## src/hw/rtl/trilinear_grid_sampler_macros.svh

```systemverilog
// Assertion macros shared by the trilinear grid sampler RTL.
`ifndef TRILINEAR_GRID_SAMPLER_MACROS_SVH
`define TRILINEAR_GRID_SAMPLER_MACROS_SVH
`ifndef NO_ASSERTIONS
// Check cons in the same cycle as ante.
`define TGS_ASSERT_NOW(name, clk, rst_n, ante, cons) \
    name: assert property (@(posedge clk) disable iff (!rst_n) (ante) |-> (cons)) \
        else $error("tgs assertion failed");
// Check cons in the cycle after ante.
`define TGS_ASSERT_NEXT(name, clk, rst_n, ante, cons) \
    name: assert property (@(posedge clk) disable iff (!rst_n) (ante) |=> (cons)) \
        else $error("tgs assertion failed");
`else
`define TGS_ASSERT_NOW(name, clk, rst_n, ante, cons)
`define TGS_ASSERT_NEXT(name, clk, rst_n, ante, cons)
`endif
`endif

```

## src/hw/rtl/tgs_pkg.sv

```systemverilog
// Types and constants shared by the trilinear grid sampler modules.
package tgs_pkg;

    localparam int DATA_W      = 32;
    localparam int CELL_ADDR_W = 15;
    localparam int IDX_W       = 8;
    localparam int WGT_W       = 16;
    localparam int OPND_W      = 33;
    localparam int PROD_W      = 66;
    localparam int QUEUE_DEPTH = 8;
    localparam int APB_ADDR_W  = 4;

    localparam logic REQ_WRITE  = 1'b0;
    localparam logic REQ_SAMPLE = 1'b1;

    localparam logic [1:0] REG_OFFSET_X      = 2'd0;
    localparam logic [1:0] REG_OFFSET_Y      = 2'd1;
    localparam logic [1:0] REG_OFFSET_Z      = 2'd2;
    localparam logic [1:0] REG_INV_CELL_SIZE = 2'd3;

    localparam logic [DATA_W-1:0] INV_CELL_RESET = 32'h0001_0000;

    localparam logic [1:0] AXIS_X = 2'd0;
    localparam logic [1:0] AXIS_Y = 2'd1;
    localparam logic [1:0] AXIS_Z = 2'd2;

    localparam logic [2:0] LAST_CORNER = 3'd7;
    localparam logic [2:0] LAST_STEP   = 3'd6;
    localparam logic [2:0] FIRST_Y_STEP = 3'd4;

    typedef struct packed {
        logic                     req_type;
        logic [CELL_ADDR_W-1:0]   cell_address;
        logic signed [DATA_W-1:0] cell_value;
        logic signed [DATA_W-1:0] pos_x;
        logic signed [DATA_W-1:0] pos_y;
        logic signed [DATA_W-1:0] pos_z;
    } req_t;

    typedef struct packed {
        logic signed [DATA_W-1:0] sample_value;
        logic                     out_of_range;
    } rsp_t;

    typedef struct packed {
        logic signed [DATA_W-1:0] offset_x;
        logic signed [DATA_W-1:0] offset_y;
        logic signed [DATA_W-1:0] offset_z;
        logic [DATA_W-1:0]        inv_cell_size;
    } cfg_t;

    typedef enum logic [3:0] {
        ST_IDLE,
        ST_AX_MUL,
        ST_AX_CHK,
        ST_ROW_MUL,
        ST_ROW_ADD,
        ST_BASE_MUL,
        ST_BASE_ADD,
        ST_FETCH,
        ST_DRAIN,
        ST_LERP_SUB,
        ST_LERP_MUL,
        ST_LERP_ADD
    } state_t;

endpackage

```

## src/hw/rtl/tgs_mul.sv

```systemverilog
// Shared registered signed multiplier of the trilinear grid sampler.
module tgs_mul (
    input  logic                                clk,
    input  logic signed [tgs_pkg::OPND_W-1:0]   op_a,
    input  logic signed [tgs_pkg::OPND_W-1:0]   op_b,
    output logic signed [tgs_pkg::PROD_W-1:0]   prod
);
    import tgs_pkg::*;

    logic signed [PROD_W-1:0] prod_reg;

    always_ff @(posedge clk)
    begin
        prod_reg <= op_a * op_b;
    end

    assign prod = prod_reg;

endmodule

```

## config.mk

```make
export PLATFORM = sky130hd
export DESIGN_NAME = tgs_mul
export DESIGN_NICKNAME = d
export VERILOG_FILES = /design/src/hw/rtl/trilinear_grid_sampler_macros.svh /design/src/hw/rtl/tgs_pkg.sv /design/src/hw/rtl/tgs_mul.sv
export SDC_FILE = /design/constraint.sdc
export NUM_CORES = 2
export LEC_CHECK = 0
export BUFFER_PORTS_ARGS = -buffer_cell sky130_fd_sc_hd__buf_4
export CELL_PAD_IN_SITES_DETAIL_PLACEMENT = 0
export CELL_PAD_IN_SITES_GLOBAL_PLACEMENT = 1
export CORE_MARGIN = 4
export CORE_UTILIZATION = 39
export CTS_CLUSTER_SIZE = 14
export DETAILED_ROUTE_END_ITERATION = 8
export PLACE_DENSITY = 0.74
export SLEW_MARGIN = 20
export SYNTH_ARGS = -nofsm -noshare
export SYNTH_HDL_FRONTEND = slang
export SYNTH_SLANG_ARGS = --single-unit
```

## constraint.sdc

```tcl
create_clock -name clk -period 25.6 [get_ports clk]
set_input_delay 5.12 -clock clk [delete_from_list [all_inputs] [get_ports clk]]
set_output_delay 5.12 -clock clk [all_outputs]
set_load 0.03 [all_outputs]
```

==> flow_metrics.py <==
metrics = {
    "timing": {
        "period_needed_ps": 13050,
        "maxSlewHeadroom_pct": 37.8,
        "fin_setup_tns_ps": 0,
        "min_period_over_period_pct": 51.0,
        "slew_violations": 0,
        "max_freq_mhz": 76.7,
        "worstMarginPinSlew_ps": 920,
        "setup_violations": 0,
        "hold_viol": 0,
        "rsz0062_at_grt": "false",
    },
    "clock_tree": {
        "cts_tree": "done",
        "path_clk_slew_ps": 80,
        "cts_resized": 0,
        "post_cts_buffers": 0,
        "cts-root-buf": "clkbuf_16",
        "numClockSinks": 66,
        "h-tree-depth": 3,
        "cts_buffers": 9,
        "postCtsHoldBufs": 0,
        "cts_buffer_depth": 2,
    },
    "routing": {
        "drt-pass1-iter-count": 5,
        "vias": 27900,
        "post_drt_wl_per_cell_um": 19.2,
        "drt_iter0_markers": 1412,
        "drt-total-wl_um": 109000,
        "vias_per_cell": 4.94,
        "ant_nets": 0,
        "drc": 0,
    },
    "yosys": {
        "synth_flop_cell": "dfxtp_1",
        "synth_seq_cells": 66,
        "synthArstFlopShare_pct": 0,
        "yosys_warnings": 0,
        "ys_seq_area_share_pct": 3.24,
        "synth_nets": 5767,
        "synth_area_per_cell_um2": 9.39,
        "synth_edf_count": 0,
        "syn_area_mm2": 0.0407,
        "synth_cell_types": 80,
        "syn_inst": 4338,
    },
    "global_routing": {
        "grt_first_pass_wirelength_um": 178000,
        "grt_max_degree": 34,
        "grt_pass1_vias": 31200,
        "grt_overflow_total": 0,
        "grt_antenna_before_repair": 2,
        "track_usage_pct": 21.1,
    },
    "floorplanning": {
        "rows": 118,
        "initial_utilization_pct": 39.3,
        "dieWidth_um": 331,
        "core_area_mm2": 0.104,
        "die_h_um": 331,
        "dieArea_mm2": 0.110,
        "pin_count": 133,
    },
    "setup_path": {
        "endpoint_kind": "flop",
        "startpoint_type": "input port",
        "arrival_ps": 13350,
        "crit_required_ps": 25910,
        "critical_path_class": "in2reg",
        "crit_start": "op_a[32]",
        "max_stage_delay_ps": 930,
        "crit_top_cell": "fa_1",
        "cp_cell_sequence": "buf_4, nand2_1, inv_1, fa_1, fa_1, fa_1, fa_1, fa_1, fa_1, fa_1, inv_1, fa_1, inv_1, ha_1, nand3_1, nor2_1, nand2_1, nor3_1, o311ai_4, nand3_2, a211oi_1, a311oi_1",
        "critical_path_peak_fanout": 33,
        "cpMaxStageDelayCell": "fa_1",
    },
    "place": {
        "dp.final_hpwl_um": 89700,
        "globalplace.congestion": 0.884,
        "portBuffers": 132,
    },
    "cells_and_area": {
        "largest_register_ffs": 66,
        "mostFrequentLayoutCell": "fa_1",
        "syn2layout_area_growth_pct": 5.49,
        "layout_common_cells": "fa_1 (1145), inv_1 (1131), and2_1 (562), nand2_1 (551), ha_1 (217)",
        "register_area_mm2": 0.00132,
        "multiInputGateArea_mm2": 0.0343,
        "num-fill-cells": 10400,
        "fin_nets": 5694,
        "layout-drive-gt1-share_pct": 4.45,
    },
    "run_status": {
        "status": "complete, no violations",
    },
    "hold_path": {
        "hold_path.class": "in2reg",
        "min_from": "op_b[0]",
    },
    "flow_run": {
        "drv_cap": 0,
    },
}
[Yosys cell counts (all sizes together), types with 3 or more instances]
cell / n / area share (%)
a211o: 6 / 0.13
a211oi: 11 / 0.27
a21boi: 3 / 0.083
a21o: 38 / 0.71
a21oi: 61 / 0.80
a221oi: 3 / 0.11
a31oi: 9 / 0.15
and2: 563 / 8.7
and3: 6 / 0.10
and4: 5 / 0.11
buf: 13 / 0.17
clkbuf: 208 / 1.9
dfxtp: 66 / 3.2
fa: 1145 / 56
ha: 217 / 6.7
inv: 1131 / 10
nand2: 551 / 5.1
nand2b: 12 / 0.18
nand3: 26 / 0.33
nand4: 12 / 0.20
nor2: 68 / 0.63
nor2b: 5 / 0.077
nor3: 7 / 0.086
nor4: 3 / 0.083
o211ai: 5 / 0.13
o21a: 6 / 0.11
o21ai: 33 / 0.42
o21bai: 11 / 0.20
o31ai: 7 / 0.25
or2: 3 / 0.046
or3: 3 / 0.046
xnor2: 43 / 0.92
xor2: 25 / 0.54
[critical path: cells and delay by family]
kind / cells / cell delay [ps]
AND/OR/NAND/NOR: 6 / 1930
buffers and inverters: 4 / 570
AO/OA/AOI/OAI: 3 / 740
adder cells (fa/ha/maj): 9 / 4960
[through the flow]
step	setup slack [ps]	utilization [%]	hold WS [ps]	area, µm²	instances
6_report	12550	41.5	5170	43000	5653
5_1_grt	12210	41.5	5160	43000	5651
3_5_place_dp	12290	41.1	5550	42600	5634
4_1_cts	12690	41.5	5140	43000	5650
3_3_place_gp	12250	41.1	5550	42600	5634
2_1_floorplan	13240	-	5250	40700	4338
[final cells by class]
type                            instances  area share [%]
Antenna cell                            3          0.0175
Clock buffer                            9           0.524
Clock inverter                          7           0.233
Inverter                             1131            9.88
Multi-Input combinational cell       2920            79.9
Sequential cell                        66            3.07
Tap cell                             1380            4.02
Timing Repair Buffer                  137            2.39
[final timing paths]
kind	cells past startpoint	end
worst max-delay path	22	prod[64]
worst min-delay path	2	prod[0]
[metal layers]
metal | wire (µm) | vias up | GRT usage, %
li1 | - | 12200 | -
met1 | 43600 | 15000 | 26.8
met2 | 57600 | 637 | 38.1
met3 | 4560 | 130 | 2.61
met4 | 3100 | 0 | 5.90
met5 | 0 | - | 0
[cell families after synthesis]
group,after synthesis,synth area share [%]
XOR/XNOR,68,1.46
flip-flops,66,3.24
buffers and inverters,1352,12.5
AO/OA/AOI/OAI,219,4.07
adder cells (fa/ha/maj),1362,62.9
AND/OR/NAND/NOR,1271,15.8
Power is left out: the tool's default activity adds up to more than one toggle a clock period on the data nets, which glitch-free logic cannot reach.
