===== src/hw/rtl/trilinear_grid_sampler_macros.svh =====
// Assertion macros shared by the trilinear grid sampler RTL.
`ifndef TRILINEAR_GRID_SAMPLER_MACROS_SVH
`define TRILINEAR_GRID_SAMPLER_MACROS_SVH
`ifndef NO_ASSERTIONS
// Check cons in the same cycle as ante.
`define TGS_ASSERT_NOW(name, clk, rst_n, ante, cons) \
    name: assert property (@(posedge clk) disable iff (!rst_n) (ante) |-> (cons)) \
        else $error("tgs assertion failed");
// Check cons in the cycle after ante.
`define TGS_ASSERT_NEXT(name, clk, rst_n, ante, cons) \
    name: assert property (@(posedge clk) disable iff (!rst_n) (ante) |=> (cons)) \
        else $error("tgs assertion failed");
`else
`define TGS_ASSERT_NOW(name, clk, rst_n, ante, cons)
`define TGS_ASSERT_NEXT(name, clk, rst_n, ante, cons)
`endif
`endif


===== src/hw/rtl/tgs_pkg.sv =====
// Types and constants shared by the trilinear grid sampler modules.
package tgs_pkg;

    localparam int DATA_W      = 32;
    localparam int CELL_ADDR_W = 15;
    localparam int IDX_W       = 8;
    localparam int WGT_W       = 16;
    localparam int OPND_W      = 33;
    localparam int PROD_W      = 66;
    localparam int QUEUE_DEPTH = 8;
    localparam int APB_ADDR_W  = 4;

    localparam logic REQ_WRITE  = 1'b0;
    localparam logic REQ_SAMPLE = 1'b1;

    localparam logic [1:0] REG_OFFSET_X      = 2'd0;
    localparam logic [1:0] REG_OFFSET_Y      = 2'd1;
    localparam logic [1:0] REG_OFFSET_Z      = 2'd2;
    localparam logic [1:0] REG_INV_CELL_SIZE = 2'd3;

    localparam logic [DATA_W-1:0] INV_CELL_RESET = 32'h0001_0000;

    localparam logic [1:0] AXIS_X = 2'd0;
    localparam logic [1:0] AXIS_Y = 2'd1;
    localparam logic [1:0] AXIS_Z = 2'd2;

    localparam logic [2:0] LAST_CORNER = 3'd7;
    localparam logic [2:0] LAST_STEP   = 3'd6;
    localparam logic [2:0] FIRST_Y_STEP = 3'd4;

    typedef struct packed {
        logic                     req_type;
        logic [CELL_ADDR_W-1:0]   cell_address;
        logic signed [DATA_W-1:0] cell_value;
        logic signed [DATA_W-1:0] pos_x;
        logic signed [DATA_W-1:0] pos_y;
        logic signed [DATA_W-1:0] pos_z;
    } req_t;

    typedef struct packed {
        logic signed [DATA_W-1:0] sample_value;
        logic                     out_of_range;
    } rsp_t;

    typedef struct packed {
        logic signed [DATA_W-1:0] offset_x;
        logic signed [DATA_W-1:0] offset_y;
        logic signed [DATA_W-1:0] offset_z;
        logic [DATA_W-1:0]        inv_cell_size;
    } cfg_t;

    typedef enum logic [3:0] {
        ST_IDLE,
        ST_AX_MUL,
        ST_AX_CHK,
        ST_ROW_MUL,
        ST_ROW_ADD,
        ST_BASE_MUL,
        ST_BASE_ADD,
        ST_FETCH,
        ST_DRAIN,
        ST_LERP_SUB,
        ST_LERP_MUL,
        ST_LERP_ADD
    } state_t;

endpackage


===== src/hw/rtl/tgs_cfg.sv =====
// APB configuration registers of the trilinear grid sampler.
module tgs_cfg (
    input  logic                            clk,
    input  logic                            rst_n,
    input  logic                            psel,
    input  logic                            penable,
    input  logic                            pwrite,
    input  logic [tgs_pkg::APB_ADDR_W-1:0]  paddr,
    input  logic [tgs_pkg::DATA_W-1:0]      pwdata,
    output logic [tgs_pkg::DATA_W-1:0]      prdata,
    output logic                            pready,
    output tgs_pkg::cfg_t                   cfg
);
    import tgs_pkg::*;

    cfg_t       cfg_reg;
    logic       wr_en;
    logic [1:0] reg_idx;

    assign reg_idx = paddr[APB_ADDR_W-1:2];
    assign wr_en   = psel && penable && pwrite;
    assign pready  = 1'b1;

    always_ff @(posedge clk or negedge rst_n)
    begin
        if (!rst_n)
        begin
            cfg_reg.offset_x      <= '0;
            cfg_reg.offset_y      <= '0;
            cfg_reg.offset_z      <= '0;
            cfg_reg.inv_cell_size <= INV_CELL_RESET;
        end
        else if (wr_en)
        begin
            unique case (reg_idx)
                REG_OFFSET_X:      cfg_reg.offset_x      <= pwdata;
                REG_OFFSET_Y:      cfg_reg.offset_y      <= pwdata;
                REG_OFFSET_Z:      cfg_reg.offset_z      <= pwdata;
                REG_INV_CELL_SIZE: cfg_reg.inv_cell_size <= pwdata;
                default:           ;
            endcase
        end
    end

    always_comb
    begin
        unique case (reg_idx)
            REG_OFFSET_X:      prdata = cfg_reg.offset_x;
            REG_OFFSET_Y:      prdata = cfg_reg.offset_y;
            REG_OFFSET_Z:      prdata = cfg_reg.offset_z;
            REG_INV_CELL_SIZE: prdata = cfg_reg.inv_cell_size;
            default:           prdata = '0;
        endcase
    end

    assign cfg = cfg_reg;

endmodule


===== config.mk =====
export PLATFORM = sky130hd
export DESIGN_NAME = tgs_cfg
export DESIGN_NICKNAME = d
export VERILOG_FILES = /design/src/hw/rtl/trilinear_grid_sampler_macros.svh /design/src/hw/rtl/tgs_pkg.sv /design/src/hw/rtl/tgs_cfg.sv
export SDC_FILE = /design/constraint.sdc
export NUM_CORES = 1
export LEC_CHECK = 0
export BUFFER_PORTS_ARGS = -buffer_cell sky130_fd_sc_hd__buf_4
export CAP_MARGIN = 40
export CORE_MARGIN = 4
export CORE_UTILIZATION = 43
export DETAILED_ROUTE_END_ITERATION = 7
export PLACE_DENSITY_LB_ADDON = 0.15
export SLEW_MARGIN = 20
export SYNTH_ARGS = -nofsm -noshare
export SYNTH_HDL_FRONTEND = slang
export SYNTH_SLANG_ARGS = --single-unit
export TNS_END_PERCENT = 10

===== constraint.sdc =====
create_clock -name clk -period 1.9 [get_ports clk]
set_clock_uncertainty 0.2 [all_clocks]
set_input_delay 0.285 -clock clk [delete_from_list [all_inputs] [get_ports clk]]
set_output_delay 0.285 -clock clk [all_outputs]
set_load 0.005 [all_outputs]

==> impl_results.md, run 1 <==
* Top-count cell post-synth: dfrtp_1
* Largest net degree at the start of global routing at 50
* Final antenna-violating net count at 0
* Vias at 3,970
* Iteration count of the initial detailed-routing pass at 4
* Mapped Area at 5660 µm²
* Wire length per cell at between 15 and 20 µm
* Area post-placement at about 7500 µm²
* Total Routing Usage GR at 21.05%
* Share of post-route cells with drive strength above 1 at 71.82%
* CTS tree: yes
* Synth Register Bits at between 100 and 150
* Yosys warns at 0
* Core area at 12,770 µm²
* Max reg flops at between 100 and 150
* Part of the Yosys area used for sequential elements at 56.61%
* Crit Path Class: flop to output pin
* Worst ir drop on vdd at 591.6 µV
* Ys async rst share at 100.0%
* # diodes at 0
* Post-route non-filler standard cell count at 786
* Fin. Hold Viols at 0
* Critical Path RT at 1.41 ns
* Pre-CTS WS at 0.06484 ns
* First-pass GRT wire length at 23.87 mm
* Starting density of the core at between 40% and 50%
* Yosys top cell area share at 56.15%
* Unrepaired setup endpoints after global routing: yes
* Die ar. at 15,060 µm²
* Die height at approximately 120 µm
* Number of global-route vias before repair at 4,324
* Reg area at 3204 µm²
* Num CTS Buffers at 17
* Clock Root Buffer: clkbuf_16
* Area growth, synth to finish at 55.44%
* Placed cells at ~690
* DRC at 0
* Post-route worst setup slack at -0.01238 ns
* Pwr Total at 10,330 µW
* Synth top cells by count: dfrtp_1, mux2_2, mux4_2
* Row count at 41
* Total number of H-tree levels at 4
* EDFF count, synth at 0
* Total wire length at ~15 mm
* Final setup violation count at 18
* Crit. End Element: output pin
* Final Wtd Congestion at between 0.7 and 0.8
* Max FO, Critical Path at 2
* Syn_nets at 360
* Syn Inst Count at about 320
* Synth cell types at 18
* Total grt overflow at 0
* Post-synth top flop: dfrtp_1
* Static Leak at 0.004247 µW
* Status: finished with violations
* Initial DRC count at 210
* Placed wire-length estimate at 10.12 mm
* Synth top area cells: dfrtp_1, mux2_2, mux4_2
* CTS Sinks at between 100 and 150
* Final worst-path cycle share at 100.7%
* Max-slew violation count at 0
* Violated checks: setup timing
* CP startpoint kind: flop
* Area taken by multi-input logic gates at about 2300 µm²
* Max cap viols at 0
* PD cells at 1174 nW/µm²
* Final instance area at 8798 µm²
* Initial antenna violation count at 0
* Clock Path Buffers at 2
* Worst-Skew Late Latency at 0.41 ns
* Die width at 122.7 µm
* Post-Syn Area per Cell at 17.74 µm²
* # fillers at 925
* Hold/Removal Path Class: primary input to asynchronous set/reset pin
* Top-Level Pins at about 200
* Peak Freq at 522.9 MHz
* DR vias/cell at 5.051
* I/O Buffers at 198
* Min Clock Period, post-route at around 1.9 ns
* Synth area leader: dfrtp_1
* CP arrival at 1.43 ns
* Clock Pin Slew Worst Setup and Hold Paths at 0.05 ns
* Nets at 642
[worst max-delay path: stages, from the launching register on]
cell and delay, ns:
dfrtp_1 0.40, mux4_2 0.49, buf_6 0.13
[cell usage in the layout (no fill, tap or decap), types with 3 or more instances in the layout]
master,instances
mux2_2,90
dfrtp_1,127
buf_12,8
buf_4,214
mux2_1,8
mux2_4,30
clkinvlp_4,3
dlygate4sd3_1,33
clkbuf_16,17
bufinv_16,3
clkinv_2,5
buf_6,31
mux4_2,32
[area by class of cell]
cell class / instances / share of cell area [%]
clock buffers: 21 / 5.233
clock inverters: 11 / 1.564
inverters: 1 / 0.04266
multi-input cells: 167 / 26.49
flip-flops and latches: 128 / 36.42
well taps: 172 / 2.446
repair buffers: 286 / 27.80
[cell families (layout without fill, tap and decap cells)]
kind of cell | count (synthesis) | count (layout) | synth area share, %
buffers and inverters | 24 | 319 | 2.475
other | 1 | 1 | 0.06625
multiplexers | 160 | 160 | 40.19
flip-flops | 128 | 128 | 56.61
AND/OR/NAND/NOR | 6 | 6 | 0.6632
[metal layers]
| layer | wire [µm] | vias up | GRT usage, % |
|---|---|---|---|
| met5 | 0 | - | 0 |
| met4 | 271 | 0 | 8.328 |
| met3 | 1007 | 20 | 5.945 |
| met2 | 7524 | 135 | 33.34 |
| met1 | 6373 | 2050 | 27.47 |
| li1 | - | 1765 | - |
[repair_timing]
| action | 4_1_cts | 5_1_grt |
|---|---|---|
| endpoints found under the setup margin | 32 | 32 |
| setup buffers | 35 | 1 |
| endpoints found under the hold margin | 216 | 0 |
| hold buffers | 33 | 0 |
| resized for setup | 28 | 3 |
[final timing paths]
path                                         to                 from  depth (start not counted)  slack, ns
max in group asynchronous   cfg[83]$_DFFE_PN0P_                rst_n                          3       0.73
setup / recovery                     prdata[21]  cfg[21]$_DFFE_PN0P_                          2      -0.01
setup reg to reg             cfg[3]$_DFFE_PN0P_   cfg[3]$_DFFE_PN0P_                          2       0.76
hold / removal             cfg[113]$_DFFE_PN0P_                rst_n                          2       0.16
hold reg to reg              cfg[8]$_DFFE_PN0P_   cfg[8]$_DFFE_PN0P_                          1       0.31
min in group clk             cfg[8]$_DFFE_PN0P_   cfg[8]$_DFFE_PN0P_                          1       0.31
[through the flow]
| step | TNS (ns) | hold slack (ns) | utilization [%] |
|---|---|---|---|
| 5_1_grt | -1.462 | 0.1836 | 68.88 |
| 6_report | -0.1020 | 0.1569 | 68.88 |
| 2_1_floorplan | 0 | -0.2106 | - |
| 3_5_place_dp | 0 | 0.04629 | 58.59 |
| 4_1_cts | -0.6689 | 0.1503 | 68.73 |
| 3_3_place_gp | 0 | 0.04041 | 58.59 |
[report_power, final]
| group | total [µW] | switching [µW] | internal, µW |
|---|---|---|---|
| Clock | 3260 | 1140 | 2120 |
| Combinational | 3210 | 991 | 2220 |
| Sequential | 3850 | 481 | 3370 |
(Power assumes the default switching activity.)
==> run 2, diff against run 1 <==
Settings changed: CELL_PAD_IN_SITES_DETAIL_PLACEMENT from default to 0, CELL_PAD_IN_SITES_GLOBAL_PLACEMENT from default to 2, CORE_UTILIZATION 43 to 34.
==> impl_results.md, run 2 (same netlist as run 1, synthesis figures left out) <==
* Top-Level Pins at 202 (unchanged)
* Die ar. at 18,780 µm² (+25%)
* Total wire length at 16.41 mm (+8.2%)
* Crit Path Class: flop to output pin
* Final setup violation count at 16 (-2)
* Die height at 137.0 µm (+12%)
* Family with the most delay on the worst path: multiplexers
* Die width at 137.0 µm (+12%)
* Violated checks: setup timing
* Final antenna-violating net count at 0 (unchanged)
* CTS tree: yes
* PD cells at 1160 nW/µm² (-1.2%)
* Top Metal Used: met4
* Core area at 16,120 µm² (+26%)
* WL met1 at 6.916 mm (+8.5%)
* Num CTS Buffers at 17 (unchanged)
* Iteration count of the initial detailed-routing pass at 4 (unchanged)
* Final worst-path cycle share at 100.9% (+0.23 points)
* Wire length per cell at 19.38 µm (+0.36%)
* DR WL met3 at 1.292 mm (+28%)
* Detail Route met2 WL at 7.962 mm (+5.8%)
* CTS Sinks at 128 (unchanged)
* Row count at 46 (+12%)
* Clock Pin Slew Worst Setup and Hold Paths at 0.06 ns (about the same)
* Max FO, Critical Path at 2 (unchanged)
* Hold/Removal Path Class: primary input to asynchronous set/reset pin
* Worst-Skew Late Latency at 0.41 ns (about the same)
* Share of post-route cells with drive strength above 1 at 72.42% (+0.60 points)
* CP max stage cell: mux4_2
* Peak Freq at 521.7 MHz (-0.22%)
* Post-route worst setup slack at -0.01666 ns (-0.004280 ns)
* Initial DRC count at 125 (-40%)
* Unrepaired setup endpoints after global routing: yes
* CP startpoint kind: flop
* Number of global-route vias before repair at 4,497 (+4.0%)
* CP max stage delay at 0.50 ns (about the same)
* Worst ir drop on vdd at 562.2 µV (-5.0%)
* DRC at 0 (unchanged)
* Fin. Hold Viols at 0 (unchanged)
* Vias at 4,050 (+2.0%)
* Min Clock Period, post-route at 1.917 ns (+0.004280 ns)
* Area growth, synth to finish at 59.02%
* Status: finished with violations
* Max cap viols at 0 (unchanged)
* R2r worst-path depth at 2 (unchanged)
* Starting density of the core at 35.12% (-9.2 points)
* Critical-path cell list: mux4_2 -> buf_6
* DR vias/cell at 4.782 (-5.3%)
* Total grt overflow at 0 (unchanged)
* Nets at 659 (+2.6%)
* Placed wire-length estimate at 11.34 mm (+12%)
* Max-slew violation count at 0 (unchanged)
* First-pass GRT wire length at 25.58 mm (+7.2%)
* I/O Buffers at 198 (unchanged)
* Total number of H-tree levels at 4 (unchanged)
* Static Leak at 0.004338 µW (+2.1%)
* Max reg flops at 128 (unchanged)
* # fillers at 1,370 (+48%)
* Final Wtd Congestion at 0.7620 (+1.9%)
* # diodes at 0 (unchanged)
* Commonest cells after routing, fill and taps aside: buf_4, dfrtp_1, mux2_2, dlygate4sd3_1
* Critical path buffers and inverters at 1 (unchanged)
* Total Routing Usage GR at 17.97% (-3.1 points)
* CP arrival at 1.43 ns (about the same)
* Clock Path Buffers at 2 (unchanged)
* Largest net degree at the start of global routing at 30 (-40%)
* Fin util at 55.85% (-13 points)
* Setup_tns at -0.1064 ns (-0.004316 ns)
* Most common cell after layout, fill and taps aside: buf_4
* Initial antenna violation count at 0 (unchanged)
* Critical Path RT at 1.41 ns (about the same)
* Crit. End Element: output pin
* Clock Root Buffer: clkbuf_16
* Crit path depth at 2 (unchanged)
run 2: area by class of cell:
cell class | count | area (µm²) | area share, %
Clock inverter | 11 | 138.9 | 1.543
Tap cell | 216 | 270.3 | 3.003
Timing Repair Buffer | 303 | 2603 | 28.91
Multi-Input combinational cell | 167 | 2331 | 25.90
Inverter | 1 | 3.754 | 0.04170
Sequential cell | 128 | 3204 | 35.60
Clock buffer | 21 | 450.4 | 5.004
run 2: through the flow:
stage | cell area [µm²] | setup slack [ns] | instances | total power (µW) | hold WS, ns
6_report | 9001 | -0.01666 | 847 | 10440 | 0.1693
5_1_grt | 9001 | -0.06520 | 847 | 10970 | 0.2052
4_1_cts | 8960 | -0.03108 | 842 | 10530 | 0.1679
3_5_place_dp | 7609 | 0.03085 | 735 | 6707 | 0.06023
3_3_place_gp | 7609 | 0.04873 | 735 | 6651 | 0.05819
2_1_floorplan | 5660 | 0.1574 | 319 | 4907 | -0.2106
run 2: worst paths after layout:
| check | start | to | slack [ns] |
|---|---|---|---|
| setup / recovery | cfg[6]$_DFFE_PN0P_ | prdata[6] | -0.02 |
| hold / removal | rst_n | cfg[108]$_DFFE_PN0P_ | 0.17 |
| setup reg to reg | cfg[2]$_DFFE_PN0P_ | cfg[2]$_DFFE_PN0P_ | 0.74 |
| hold reg to reg | cfg[123]$_DFFE_PN0P_ | cfg[123]$_DFFE_PN0P_ | 0.32 |
| max in group asynchronous | rst_n | cfg[106]$_DFFE_PN0P_ | 0.74 |
| min in group clk | paddr[3] | cfg[123]$_DFFE_PN0P_ | 0.28 |
run 2: layer usage:
metal,global-route usage [%],vias up
li1,-,1797
met1,22.73,2090
met2,29.13,147
met3,6.250,16
met4,5.432,0
met5,0,-
run 2: where the power goes:
| part | switching, µW | internal, µW |
|---|---|---|
| clock network | 1160 | 2090 |
| logic | 1050 | 2300 |
| registers | 463 | 3370 |
run 2: repair_timing:
| action | CTS | global route |
|---|---|---|
| endpoints found under the hold margin | 238 | 0 |
| setup endpoints to repair | 32 | 32 |
| buffers inserted | 42 | 5 |
| pin swaps | 0 | 0 |
| hold buffers | 33 | 0 |
| gates resized for setup | 31 | 1 |
==> run 3, diff against run 2 <==
Settings changed: RECOVER_POWER from default to 50.
==> impl_results.md, run 3 (same netlist as run 1, synthesis figures left out) <==
* Status: finished with violations
* Violated checks: setup timing
* Post-route worst setup slack at -0.01205 ns (+0.004603 ns)
* Most common cell after layout, fill and taps aside: buf_4
* Final Wtd Congestion at 0.7620 (unchanged)
* Clock Pin Slew Worst Setup and Hold Paths at 0.06 ns (about the same)
* Total grt overflow at 0 (unchanged)
* Placed wire-length estimate at 11.34 mm (unchanged)
* Worst-Skew Late Latency at 0.41 ns (about the same)
* Max reg flops at 128 (unchanged)
* CP startpoint kind: flop
* Hold/Removal Path Class: primary input to asynchronous set/reset pin
* I/O Buffers at 198 (unchanged)
* Family with the most delay on the worst path: multiplexers
* Crit. End Element: output pin
* First-pass GRT wire length at 25.58 mm (unchanged)
* Final worst-path cycle share at 100.6% (-0.24 points)
* DR vias/cell at 4.779 (about the same)
* # diodes at 0 (unchanged)
* CP max stage cell: mux4_2
* CTS Sinks at 128 (unchanged)
* Total Routing Usage GR at 17.97% (unchanged)
* Final setup violation count at 14 (-2)
* Top-Level Pins at 202 (unchanged)
* Max-slew violation count at 0 (unchanged)
* Tightest Pin Transition at 0.7436 ns
* Max FO, Critical Path at 2 (unchanged)
* Relative slew slack at between 50% and 60%
* Crit Path Class: flop to output pin
* Placed cells at 735 (unchanged)
* Area growth, synth to finish at 56.76%
* PD cells at 1173 nW/µm² (+1.1%)
* Setup_tns at -0.08578 ns (+0.02057 ns)
* # fillers at 1,391 (+1.5%)
* Die ar. at 18,780 µm² (unchanged)
* Share of post-route cells with drive strength above 1 at 71.47% (-0.95 points)
* Unrepaired setup endpoints after global routing: yes
* Initial antenna violation count at 0 (unchanged)
* Worst ir drop on vdd at 556.8 µV (-0.96%)
* Core area at 16,120 µm² (unchanged)
* Final antenna-violating net count at 0 (unchanged)
* Static Leak at 0.004281 µW (-1.3%)
* Largest net degree at the start of global routing at 30 (unchanged)
* Number of global-route vias before repair at 4,497 (unchanged)
* Die height at 137.0 µm (unchanged)
* Total wire length at 16.36 mm (-0.30%)
* Vias at 4,048 (-0.049%)
* Total number of H-tree levels at 4 (unchanged)
* Iteration count of the initial detailed-routing pass at 4 (unchanged)
* Critical Path RT at 1.41 ns (about the same)
* Critical-path cell list: mux4_2 -> buf_6
* Die width at 137.0 µm (unchanged)
* CTS tree: yes
* Commonest cells after routing, fill and taps aside: buf_4, dfrtp_1, mux2_2, dlygate4sd3_1
* Fin. Hold Viols at 0 (unchanged)
* Nets at 659 (unchanged)
* Clock Root Buffer: clkbuf_16
* Peak Freq at 523.0 MHz (+0.24%)
* Wire length per cell at 19.32 µm (-0.30%)
* Clock Path Buffers at 2 (unchanged)
* Num CTS Buffers at 17 (unchanged)
* CP arrival at 1.43 ns (about the same)
* CP max stage delay at 0.50 ns (about the same)
* Min Clock Period, post-route at 1.912 ns (-0.004603 ns)
* Post-route non-filler standard cell count at 847 (unchanged)
* Initial DRC count at 106 (-15%)
* Row count at 46 (unchanged)
* DRC at 0 (unchanged)
* Max cap viols at 0 (unchanged)
* Starting density of the core at 35.12% (unchanged)
* Critical path buffers and inverters at 1 (unchanged)
==> run 3: cell types whose count changed in the layout (fill, tap and decap cells not counted), sizes merged <==
cell	previous run	this run
clkbuf	21	33
buf	270	258
==> run 3: final cells by class <==
cell class	instances	area, µm²	share of cell area (%)
Inverter	1	3.754	0.04230
Clock inverter	11	138.9	1.565
Clock buffer	21	450.4	5.076
Sequential cell	128	3204	36.11
Timing Repair Buffer	303	2486	28.02
Multi-Input combinational cell	167	2320	26.14
Tap cell	216	270.3	3.046
==> run 3: path summary, 6_finish.rpt <==
path | from | end | slack [ns] | cells after the start
worst max-delay path | cfg[6]$_DFFE_PN0P_ | prdata[6] | -0.01 | 2
worst min-delay path | rst_n | cfg[15]$_DFFE_PN0P_ | 0.26 | 2
worst max register to register | cfg[2]$_DFFE_PN0P_ | cfg[2]$_DFFE_PN0P_ | 0.75 | 2
worst min register to register | cfg[123]$_DFFE_PN0P_ | cfg[123]$_DFFE_PN0P_ | 0.32 | 1
max in group asynchronous | rst_n | cfg[16]$_DFFE_PN1P_ | 0.26 | 3
min in group clk | cfg[123]$_DFFE_PN0P_ | cfg[123]$_DFFE_PN0P_ | 0.32 | 1
==> run 3: layer usage <==
layer,global-route usage (%),routed length [µm]
met5,0,0
met2,29.13,7992
met4,5.432,248
met1,22.73,6807
met3,6.250,1314
==> run 3: repair_timing <==
item / CTS / global route
gates cloned: 0 / 0
buffers inserted: 42 / 5
hold buffers: 33 / 0
endpoints found under the hold margin: 238 / 0
resized for setup: 31 / 1
setup endpoints to repair: 32 / 32
==> run 3: worst reg2reg max path, cell delays in order, from the launching register on <==
cell and delay [ns]:
dfrtp_1 0.40, buf_4 0.15, mux2_1 0.29
==> run 3: metrics by stage <==
step / util, % / power, µW / hold WS [ns] / setup slack, ns / area [µm²]
finish: 55.06 / 10410 / 0.2624 / -0.01205 / 8874
floorplan: - / 4907 / -0.2106 / 0.1574 / 5660
global placement: 47.21 / 6651 / 0.05819 / 0.04873 / 7609
global route: 55.06 / 10950 / 0.3338 / -0.06520 / 8874
detailed placement: 47.21 / 6707 / 0.06023 / 0.03085 / 7609
CTS: 55.60 / 10530 / 0.1679 / -0.03108 / 8960
==> run 3: power by group <==
part	total [µW]	internal [µW]	leakage, µW	switching [µW]
sequential	3830	3370	0.00157	462
combinational	3330	2280	0.00243	1040
clock	3240	2090	0.000287	1160
total	10400	7740	0.00428	2670
